### src/hdl/arpfc_pkg.sv
package arpfc_pkg;

   localparam int HW_ADDR_BYTES = 6;
   localparam int IP_BYTES = 4;
   localparam int HW_ADDR_W = HW_ADDR_BYTES * 8;
   localparam int IP_W = IP_BYTES * 8;
   localparam int COUNT_W = 5;

   // byte offsets inside the arp body
   localparam logic [COUNT_W-1:0] OFF_PROTO = COUNT_W'(2);
   localparam logic [COUNT_W-1:0] OFF_HLEN = COUNT_W'(4);
   localparam logic [COUNT_W-1:0] OFF_PLEN = COUNT_W'(5);
   localparam logic [COUNT_W-1:0] OFF_SHA = COUNT_W'(8);
   localparam logic [COUNT_W-1:0] OFF_SIP = COUNT_W'(8 + HW_ADDR_BYTES);
   localparam logic [COUNT_W-1:0] OFF_THA = COUNT_W'(8 + HW_ADDR_BYTES + IP_BYTES);
   localparam logic [COUNT_W-1:0] OFF_TIP = COUNT_W'(8 + 2 * HW_ADDR_BYTES + IP_BYTES);
   localparam logic [COUNT_W-1:0] BODY_LEN = COUNT_W'(8 + 2 * HW_ADDR_BYTES + 2 * IP_BYTES);

   localparam logic [15:0] HW_TYPE_RESET = 16'h0001;
   localparam logic [15:0] PROTO_IPV4 = 16'h0800;
   localparam logic [15:0] OPCODE_REQUEST = 16'h0001;
   localparam logic [15:0] OPCODE_REPLY = 16'h0002;

   localparam logic [2:0] CLASS_OTHER_HOST = 3'd3;
   localparam logic [2:0] CLASS_LOOPBACK = 3'd4;

   localparam logic [2:0] STATUS_SHORT = 3'd0;
   localparam logic [2:0] STATUS_BAD_LEN = 3'd1;
   localparam logic [2:0] STATUS_BAD_PROTO = 3'd2;
   localparam logic [2:0] STATUS_BAD_OPCODE = 3'd3;
   localparam logic [2:0] STATUS_BAD_TARGET = 3'd4;
   localparam logic [2:0] STATUS_REQUEST = 3'd5;
   localparam logic [2:0] STATUS_REPLY = 3'd6;

   typedef struct packed {
      logic [COUNT_W-1:0] count;
      logic [2:0] cls;
      logic [15:0] hw_type;
      logic [15:0] proto;
      logic [7:0] hlen;
      logic [7:0] plen;
      logic [15:0] opcode;
      logic [HW_ADDR_W-1:0] sha;
      logic [IP_W-1:0] sip;
      logic [HW_ADDR_W-1:0] tha;
      logic [IP_W-1:0] tip;
   } frame_type;

   typedef struct packed {
      logic fire;
      logic last;
   } step_type;

endpackage

### src/hdl/arpfc_verdict.sv
module arpfc_verdict (
   input  logic clock,
   input  logic reset,
   input  arpfc_pkg::step_type step,
   input  arpfc_pkg::frame_type frame_view,
   input  logic [15:0] hw_type,
   input  logic rsp_stall,
   output logic rsp_valid,
   output logic [2:0] rsp_status,
   output logic [arpfc_pkg::HW_ADDR_W-1:0] rsp_sender_hw,
   output logic [arpfc_pkg::IP_W-1:0] rsp_sender_ip,
   output logic [arpfc_pkg::HW_ADDR_W-1:0] rsp_target_hw,
   output logic [arpfc_pkg::IP_W-1:0] rsp_target_ip
);

   logic rsp_valid_ff;
   logic [2:0] status_ff;
   logic [2:0] status_in;
   logic [arpfc_pkg::HW_ADDR_W-1:0] sender_hw_ff;
   logic [arpfc_pkg::IP_W-1:0] sender_ip_ff;
   logic [arpfc_pkg::HW_ADDR_W-1:0] target_hw_ff;
   logic [arpfc_pkg::IP_W-1:0] target_ip_ff;
   logic [7:0] top_octet;

   assign top_octet = frame_view.tip[arpfc_pkg::IP_W-1 -: 8];

   // checks in priority order
   always_comb begin
      if (frame_view.count < arpfc_pkg::BODY_LEN) begin
         status_in = arpfc_pkg::STATUS_SHORT;
      end else if (frame_view.hlen != 8'(arpfc_pkg::HW_ADDR_BYTES)
                   || frame_view.plen != 8'(arpfc_pkg::IP_BYTES)
                   || frame_view.cls == arpfc_pkg::CLASS_OTHER_HOST
                   || frame_view.cls == arpfc_pkg::CLASS_LOOPBACK) begin
         status_in = arpfc_pkg::STATUS_BAD_LEN;
      end else if (frame_view.proto != arpfc_pkg::PROTO_IPV4
                   || frame_view.hw_type != hw_type) begin
         status_in = arpfc_pkg::STATUS_BAD_PROTO;
      end else if (frame_view.opcode != arpfc_pkg::OPCODE_REQUEST
                   && frame_view.opcode != arpfc_pkg::OPCODE_REPLY) begin
         status_in = arpfc_pkg::STATUS_BAD_OPCODE;
      end else if (top_octet inside {8'd127, [8'd224:8'd239]}) begin
         // loopback or multicast target
         status_in = arpfc_pkg::STATUS_BAD_TARGET;
      end else if (frame_view.opcode == arpfc_pkg::OPCODE_REQUEST) begin
         status_in = arpfc_pkg::STATUS_REQUEST;
      end else begin
         status_in = arpfc_pkg::STATUS_REPLY;
      end
   end

   always_ff @(posedge clock) begin
      if (reset) begin
         rsp_valid_ff <= 1'b0;
      end else if (step.fire && step.last) begin
         rsp_valid_ff <= 1'b1;
      end else if (!rsp_stall) begin
         rsp_valid_ff <= 1'b0;
      end
   end

   always_ff @(posedge clock) begin
      if (step.fire && step.last) begin
         status_ff <= status_in;
         sender_hw_ff <= frame_view.sha;
         sender_ip_ff <= frame_view.sip;
         target_hw_ff <= frame_view.tha;
         target_ip_ff <= frame_view.tip;
      end
   end

   assign rsp_valid = rsp_valid_ff;
   assign rsp_status = status_ff;
   assign rsp_sender_hw = sender_hw_ff;
   assign rsp_sender_ip = sender_ip_ff;
   assign rsp_target_hw = target_hw_ff;
   assign rsp_target_ip = target_ip_ff;

   status_in_range: assert property (@(posedge clock) disable iff (reset)
      rsp_valid_ff |-> status_ff <= arpfc_pkg::STATUS_REPLY)
      else $error("status code out of range");

   good_target_on_accept: assert property (@(posedge clock) disable iff (reset)
      rsp_valid_ff && (status_ff == arpfc_pkg::STATUS_REQUEST
                       || status_ff == arpfc_pkg::STATUS_REPLY)
      |-> target_ip_ff[arpfc_pkg::IP_W-1 -: 8] != 8'd127)
      else $error("loopback target passed the checks");

endmodule

### config.mk
export PLATFORM = sky130hd
export DESIGN_NAME = arpfc_verdict
export DESIGN_NICKNAME = d
export VERILOG_FILES = /design/src/hdl/arpfc_pkg.sv /design/src/hdl/arpfc_verdict.sv
export SDC_FILE = /design/constraint.sdc
export NUM_CORES = 1
export LEC_CHECK = 0
export BUFFER_PORTS_ARGS = -buffer_cell sky130_fd_sc_hd__buf_4
export CORE_AREA = 2 2 160 162
export DETAILED_ROUTE_END_ITERATION = 12
export DIE_AREA = 0 0 162 164
export GPL_TIMING_DRIVEN = 0
export PLACE_DENSITY = 0.57
export SLEW_MARGIN = 20
export SYNTH_ARGS = -nofsm -noshare
export SYNTH_HDL_FRONTEND = slang
export SYNTH_SLANG_ARGS = --single-unit
export TNS_END_PERCENT = 5
### constraint.sdc
create_clock -name clock -period 5.94 [get_ports clock]
set_input_delay 1.485 -clock clock [delete_from_list [all_inputs] [get_ports clock]]
set_output_delay 1.485 -clock clock [all_outputs]
set_load 0.005 [all_outputs]
# Word level (Yosys, flattened, before mapping)
# Cells that the tools add are included.
[op_classes] magnitude_cmp=3 n_eq_ne=11 mux=7 reduce_logical=10
[ops] op="== test 16 x 1 -> 1 bit (second input constant)" n=1
[ops] op="inequality test 16 x 1 -> 1 bit (second input constant)" n=1
[ops] op="inequality test 16 x 12 -> 1 bit (second input constant)" n=1
[ops] op="inequality test 16 bit" n=1
[ops] op="inequality test 16 x 2 -> 1 bit (second input constant)" n=1
[ops] op="inequality test 8 x 3 -> 1 bit (second input constant)" n=2
[ops] op="== test 8 x 7 -> 1 bit (second input constant)" n=1
[ops] op=">= comparator 8 bit (second input constant)" n=1
[ops] op="less-or-equal comparator 8 bit (second input constant)" n=1
[ops] op="two-way mux 2 bit" n=4
[ops] op="< comparator 5 bit (second input constant)" n=1
[ops] op="logical OR 1 bit" n=4
[ops] op="OR reduction 4 bit" n=1
[ops] op="== test 3 x 2 -> 1 bit (second input constant)" n=1
[ops] op="== test 3 bit (second input constant)" n=1
[ops] op="logical AND 1 bit" n=3
[ops] op="two-way mux 1 bit" n=3
[ops] op="inequality test 2 x 1 -> 1 bit (second input constant)" n=1
[ops] op="nonzero test 2 bit" n=1
[ops] op="OR reduction 2 bit" n=1
[word_totals] register_bits=164 in_bits=253 out_inout_bits=164 word_cells=39

# Longest topological paths before layout
# Gate-level depths: netlist of the first run.
[logic_depth] ltp_word=7 ltp_mapped=5 ltp_nobuf=5

# Worst setup path after synthesis of the first run
# No wires, ideal clock.
[synth_timing] path_type="input -> register" startpoint="input step[0] in the netlist's numbering" endpoint="register sender_hw_ff (netlist bit rsp_sender_hw[0]) (enable)" setup_ns=0.543 arrival_time_ns=5.214 required_ns=5.397 slack_ns=0.183 cell_stages=1 n_path_buf=0 path_cell_list="and2_1"
[synth_between] elab_chain_len=1
[synth_lines] element="from (decl)" line_no="arpfc_verdict.sv:4" text="input arpfc_pkg::step_type step,"
[synth_lines] element="logical AND 1 bit" line_no="arpfc_verdict.sv:63" text="if (step.fire && step.last) begin"
[synth_lines] element="to (signal assigned)" line_no="arpfc_verdict.sv:65" text="sender_hw_ff <= frame_view.sha;"
[synth_lines] element="to (decl)" line_no="arpfc_verdict.sv:19" text="logic [arpfc_pkg::HW_ADDR_W-1:0] sender_hw_ff;"
# No other way between the ends.
# A chain may end at the register's enable or synchronous reset.

# Worst setup path after layout of the first run
[layout_timing] startpoint="input frame_view[197] in the netlist's numbering" endpoint="register status_ff[1] (netlist: rsp_status[1]), data pin"
[layout_between] elab_chain_len=3
[layout_lines] element="from (decl)" line_no="arpfc_verdict.sv:5" text="input arpfc_pkg::frame_type frame_view,"
[layout_lines] element="inequality test 16 x 12 -> 1 bit" line_no="arpfc_verdict.sv:36" text="end else if (frame_view.proto != arpfc_pkg::PROTO_IPV4"
[layout_lines] element="logical OR 1 bit" line_no="arpfc_verdict.sv:37" text="|| frame_view.hw_type != hw_type) begin"
[layout_lines] element="two-way mux 2 bit" line_no="arpfc_verdict.sv:36"
[layout_lines] element="to (signal assigned)" line_no="arpfc_verdict.sv:64" text="status_ff <= status_in;"
[layout_lines] element="to (decl)" line_no="arpfc_verdict.sv:17" text="logic [2:0] status_ff;"
# No other way between the ends.

==> impl_metrics.json, run 1 <==
{
  "finalClockSkew_ps": 0,
  "gp_congestion": 0.770,
  "row_count": 58,
  "drc_errors": 0,
  "gr-usage-all-layers": 0.127,
  "cts.sinks": 164,
  "max-slew-margin-rel": 0.605,
  "holdCritStartpoint": "rsp_valid",
  "hold_ws_ps": 501,
  "crit_type": "primary input to register",
  "drt_wl_total_um": 17500,
  "crit_path_end_kind": "register",
  "hold_class": "register to register",
  "clockRootBuffer": "clkbuf_16",
  "finalSetupViolCount": 0,
  "reg2reg_from": "rsp_valid",
  "diodes": 0,
  "async_flop_share": 0,
  "synth_top_area_share": 0.912,
  "p_leak_nw": 3.94,
  "ir_drop_mv": 0.161,
  "fin_nets": 916,
  "grt_pass1_wl_um": 24100,
  "vias": 3873,
  "cp-start-kind": "primary input",
  "synth_area_mm2": 0.00537,
  "yosysTopAreaCell": "edfxtp_1",
  "cts_made_buffers": 17,
  "hpwlAfterDp_um": 14300,
  "syn_nets": 480,
  "antenna_found_initial": 1,
  "p_per_area_mw_per_mm2": 289,
  "vias_per_cell": 3.85,
  "area_growth_pct": 77.7,
  "synthTopCellsByArea": "edfxtp_1, xnor2_1, nand4_1",
  "drtPass1Iterations": 4,
  "synth.most_common_cell": "edfxtp_1",
  "fin_crit_sh": 0.476,
  "initial_core_util": 0.216,
  "worstSetupStartpoint": "frame_view[197]",
  "overflow": 0,
  "die_height_um": 164,
  "cp_data_required_time_ps": 6120,
  "synthFlopType": "edfxtp_1",
  "critPathMaxFanout": 2,
  "yosysUniqueCellTypes": 23,
  "postCtsSetupBuffers": 0,
  "layout-drive-gt1-share": 0.670,
  "rsz0062_at_grt": "false",
  "synth_seq_area_share": 0.915,
  "drv_slew": 0,
  "placed_cells": 974,
  "grt_pass1_vias": 3935,
  "holdBufCountCts": 0,
  "ys_top_cells_by_count": "edfxtp_1, xnor2_1, nand4_1",
  "outcome": "complete, no violations",
  "min_period_ps": 2820,
  "core_mm2": 0.0248,
  "yosysWarnings": 0,
  "cts.repair.resized": 0,
  "finalHoldViolations": 0,
  "clockBufferDepth": 2,
  "synth-seq-cells": 164,
  "ioPinCount": 417,
  "timing.fmax_mhz": 354,
  "drv_cap": 0,
  "cts_tree": "done",
  "cts.htree.levels": 4,
  "drt.antenna.violating_nets": 0,
  "worst_ep_arrival_time_ps": 3000,
  "netlist_instances": 227,
  "fin_setup_tns_ps": 0,
  "initialDrtViolationCount": 178,
  "finalNonFillerCells": 1006,
  "port_buffers": 414,
  "dieArea_mm2": 0.0266,
  "synth_edf_count": 163,
  "insertion_delay_ps": 420,
  "wl_per_cell_um": 17.4,
  "tightest_slew_ps": 585,
  "clk_pin_slew_ps": 70,
  "synth.avg_cell_area_um2": 23.7,
  "die_w_um": 162,
  "grt_max_degree": 55
}
## area by class of cell
type	instances	area (um2)
Clock buffer	18	429
Clock inverter	14	139
Fill cell	2391	15300
Multi-Input combinational cell	63	457
Sequential cell	164	4910
Tap cell	330	413
Timing Repair Buffer	417	3190
## flip-flops by register name, indices dropped and copies added (netlist names)
signal         count
rsp_valid          1
rsp_sender_hw     48
rsp_target_ip     32
rsp_status         3
rsp_target_hw     48
rsp_sender_ip     32
## cell families (layout without fill, tap and decap cells)
logic type / count (synthesis) / count (layout) / synth area share
and+or+nand+nor: 39 / 39 / 0.0471
buffers and inverters: 0 / 449 / 0
xor gates and xnor gates: 16 / 16 / 0.0261
DFF: 164 / 164 / 0.915
AOI/OAI and AO/OA: 8 / 8 / 0.0114
## metal layers
metal	global-route usage	share of wire
met4	0.0414	0.017
met3	0.0583	0.12
met2	0.231	0.53
met5	0	0.00097
met1	0.129	0.33
## placed cells by master (no fill, tap or decap), drive strengths merged, types with 2 or more instances in the layout
cell type	n
nand4	8
edfxtp	163
clkinvlp	2
a21oi	2
nand3	2
xnor2	16
nor2	5
clkinv	3
inv	9
nor2b	2
nor4	9
buf	417
o21ai	2
nand2b	5
clkbuf	18
nand2	2
nor4b	2
## metrics by stage
step                      area, um2  utilization  power (mW)  setup WS, ps
after floorplan                5370            -        1.45           183
after global placement         8890        0.358        1.72         -1660
after detailed placement       8970        0.362        1.72          2620
after CTS                      9540        0.385        2.81          3070
after global routing           9540        0.385        2.88          3090
final                          9540        0.385        2.75          3120
## path summary, 6_finish.rpt
check,endpoint,slack (ps),cells past startpoint
worst max-delay path,rsp_status[1],3120,6
worst min-delay path,rsp_valid,500,2
worst max register to register,rsp_valid,5360,2
worst min register to register,rsp_valid,500,2
## critical path, cell delays in order
cell and delay [ps]:
buf_4 110, nor4b_1 550, nand4_1 150, nor2_1 200, nand4_1 250, o21ba_1 250
## power breakdown
group          internal [mW]  switching, mW
clock network          0.560          0.508
logic                  0.203          0.105
registers               1.36         0.0199
Power figures use the tool's default switching activity.
==> run 2, diff against run 1 <==
- PLACE_DENSITY: 0.57 -> 0.55
- clock period: 5.94 -> 2.6 ns (I/O delays scaled with it)
==> run 2 against run 1 <==
  * Global-route usage barely moved
  * Sequential share of layout area rose by 0.074 points
  * Flip-flop and latch count did not move
  * Via count rose by 0.13%
  * Design area fell by 0.14%
  * Setup slack got worse by 2300 ps
  * First-iteration DRC count fell by 5.1%
  * Die area did not move
  * Utilization fell by 0.055 points
  * Worst hold slack got worse by 110 ps
==> impl_metrics.json, run 2 (synthesis gave the netlist of run 1 again) <==
{
  "tightest_slew_ps": 458,
  "num-fill-cells": 2381,
  "initial_core_util": 0.216,
  "diodes": 0,
  "p_sw_mw": 1.37,
  "finalSetupViolCount": 0,
  "cts_made_buffers": 17,
  "hpwlAfterDp_um": 14100,
  "seqPwrFrac": 0.503,
  "drv_cap": 0,
  "row_count": 58,
  "critPathMaxFanout": 2,
  "rsz0062_at_grt": "false",
  "crit_path_end_kind": "register",
  "finalHoldViolations": 0,
  "intPower_mw": 4.90,
  "cp_data_required_time_ps": 2770,
  "vias_per_cell": 3.86,
  "insertion_delay_ps": 410,
  "power.share.clock": 0.385,
  "clk_pin_slew_ps": 60,
  "ioPinCount": 417,
  "crit_type": "primary input to register",
  "vias": 3878,
  "final_common_cell": "buf_4",
  "cts.repair.resized": 0,
  "min_period_ps": 1820,
  "area_growth_pct": 77.5,
  "cts.sinks": 164,
  "grt_pass1_vias": 3895,
  "finalNonFillerCells": 1005,
  "grt_pass1_wl_um": 24000,
  "drt.antenna.violating_nets": 0,
  "p_per_area_mw_per_mm2": 658,
  "die_w_um": 162,
  "p_comb_frac": 0.112,
  "gp_congestion": 0.773,
  "drtPass1Iterations": 4,
  "placed_cells": 974,
  "port_buffers": 414,
  "antenna_found_initial": 0,
  "p_sw_frac": 0.219,
  "finalClockSkew_ps": 0,
  "multi_input_area_um2": 457,
  "clockRootBuffer": "clkbuf_16",
  "wl_per_cell_um": 17.4,
  "clockBufferDepth": 2,
  "timing.fmax_mhz": 548,
  "worst_ep_arrival_time_ps": 1990,
  "fin_nets": 916,
  "drt_wl_total_um": 17500,
  "gr-usage-all-layers": 0.127,
  "final_cell_mix": "buf_4, edfxtp_1, clkbuf_16",
  "layout-drive-gt1-share": 0.668,
  "overflow": 0,
  "grt_max_degree": 59,
  "dieArea_mm2": 0.0266,
  "core_mm2": 0.0248,
  "ir_drop_mv": 0.344,
  "seqCellArea_mm2": 0.00491,
  "outcome": "complete, no violations",
  "hold_class": "primary input to register",
  "p_leak_nw": 3.92,
  "cts.htree.levels": 4,
  "fin_area_mm2": 0.00953,
  "die_height_um": 164,
  "fin_crit_sh": 0.702,
  "cp-start-kind": "primary input",
  "max-slew-margin-rel": 0.691,
  "holdBufCountCts": 0,
  "cts_tree": "done",
  "placed_area_mm2": 0.00897,
  "postCtsSetupBuffers": 0,
  "drv_slew": 0,
  "drc_errors": 0,
  "hold_ws_ps": 390,
  "initialDrtViolationCount": 169
}
run 2: path summary, 6_finish.rpt:
kind | slack (ps) | end | depth (start not counted) | from
worst max-delay path | 780 | rsp_status[1] | 6 | frame_view[197]
worst min-delay path | 390 | rsp_valid | 2 | reset
worst max register to register | 2030 | rsp_valid | 2 | rsp_valid
worst min register to register | 490 | rsp_valid | 2 | rsp_valid
run 2: layer usage:
metal	share of wire	GRT usage
met2	0.53	0.226
met3	0.099	0.0460
met5	0	0
met1	0.36	0.137
met4	0.013	0.0491
run 2: layout make-up:
class                      instances  area share
sequential                       164       0.516
tap                              330      0.0433
timing repair buffer             417       0.335
clock buffer                      18      0.0450
multi-input combinational         63      0.0479
clock inverter                    13      0.0131
run 2: power by group through the flow:
stage               clock, mW  sequential (mW)  combinational, mW
floorplan                   0             3.23             0.0731
global placement            0             3.21              0.698
detailed placement          0             3.21              0.721
CTS                      2.50             3.16              0.722
global route             2.60             3.17              0.753
finish                   2.41             3.15              0.704
run 2: critical path, cell delays in order:
cell     delay (ps)
buf_4           110
nor4b_1         450
nand4_1         160
nor2_1          200
nand4_1         180
o21ba_1         240
run 2: per-stage QoR:
step | utilization | worst slack (ps) | TNS (ps) | power, mW
after floorplan | - | 351 | 0 | 3.31
after global placement | 0.358 | -253 | -36830 | 3.91
after detailed placement | 0.362 | 252 | 0 | 3.93
after CTS | 0.384 | 691 | 0 | 6.37
after global routing | 0.384 | 628 | 0 | 6.52
final | 0.384 | 775 | 0 | 6.27
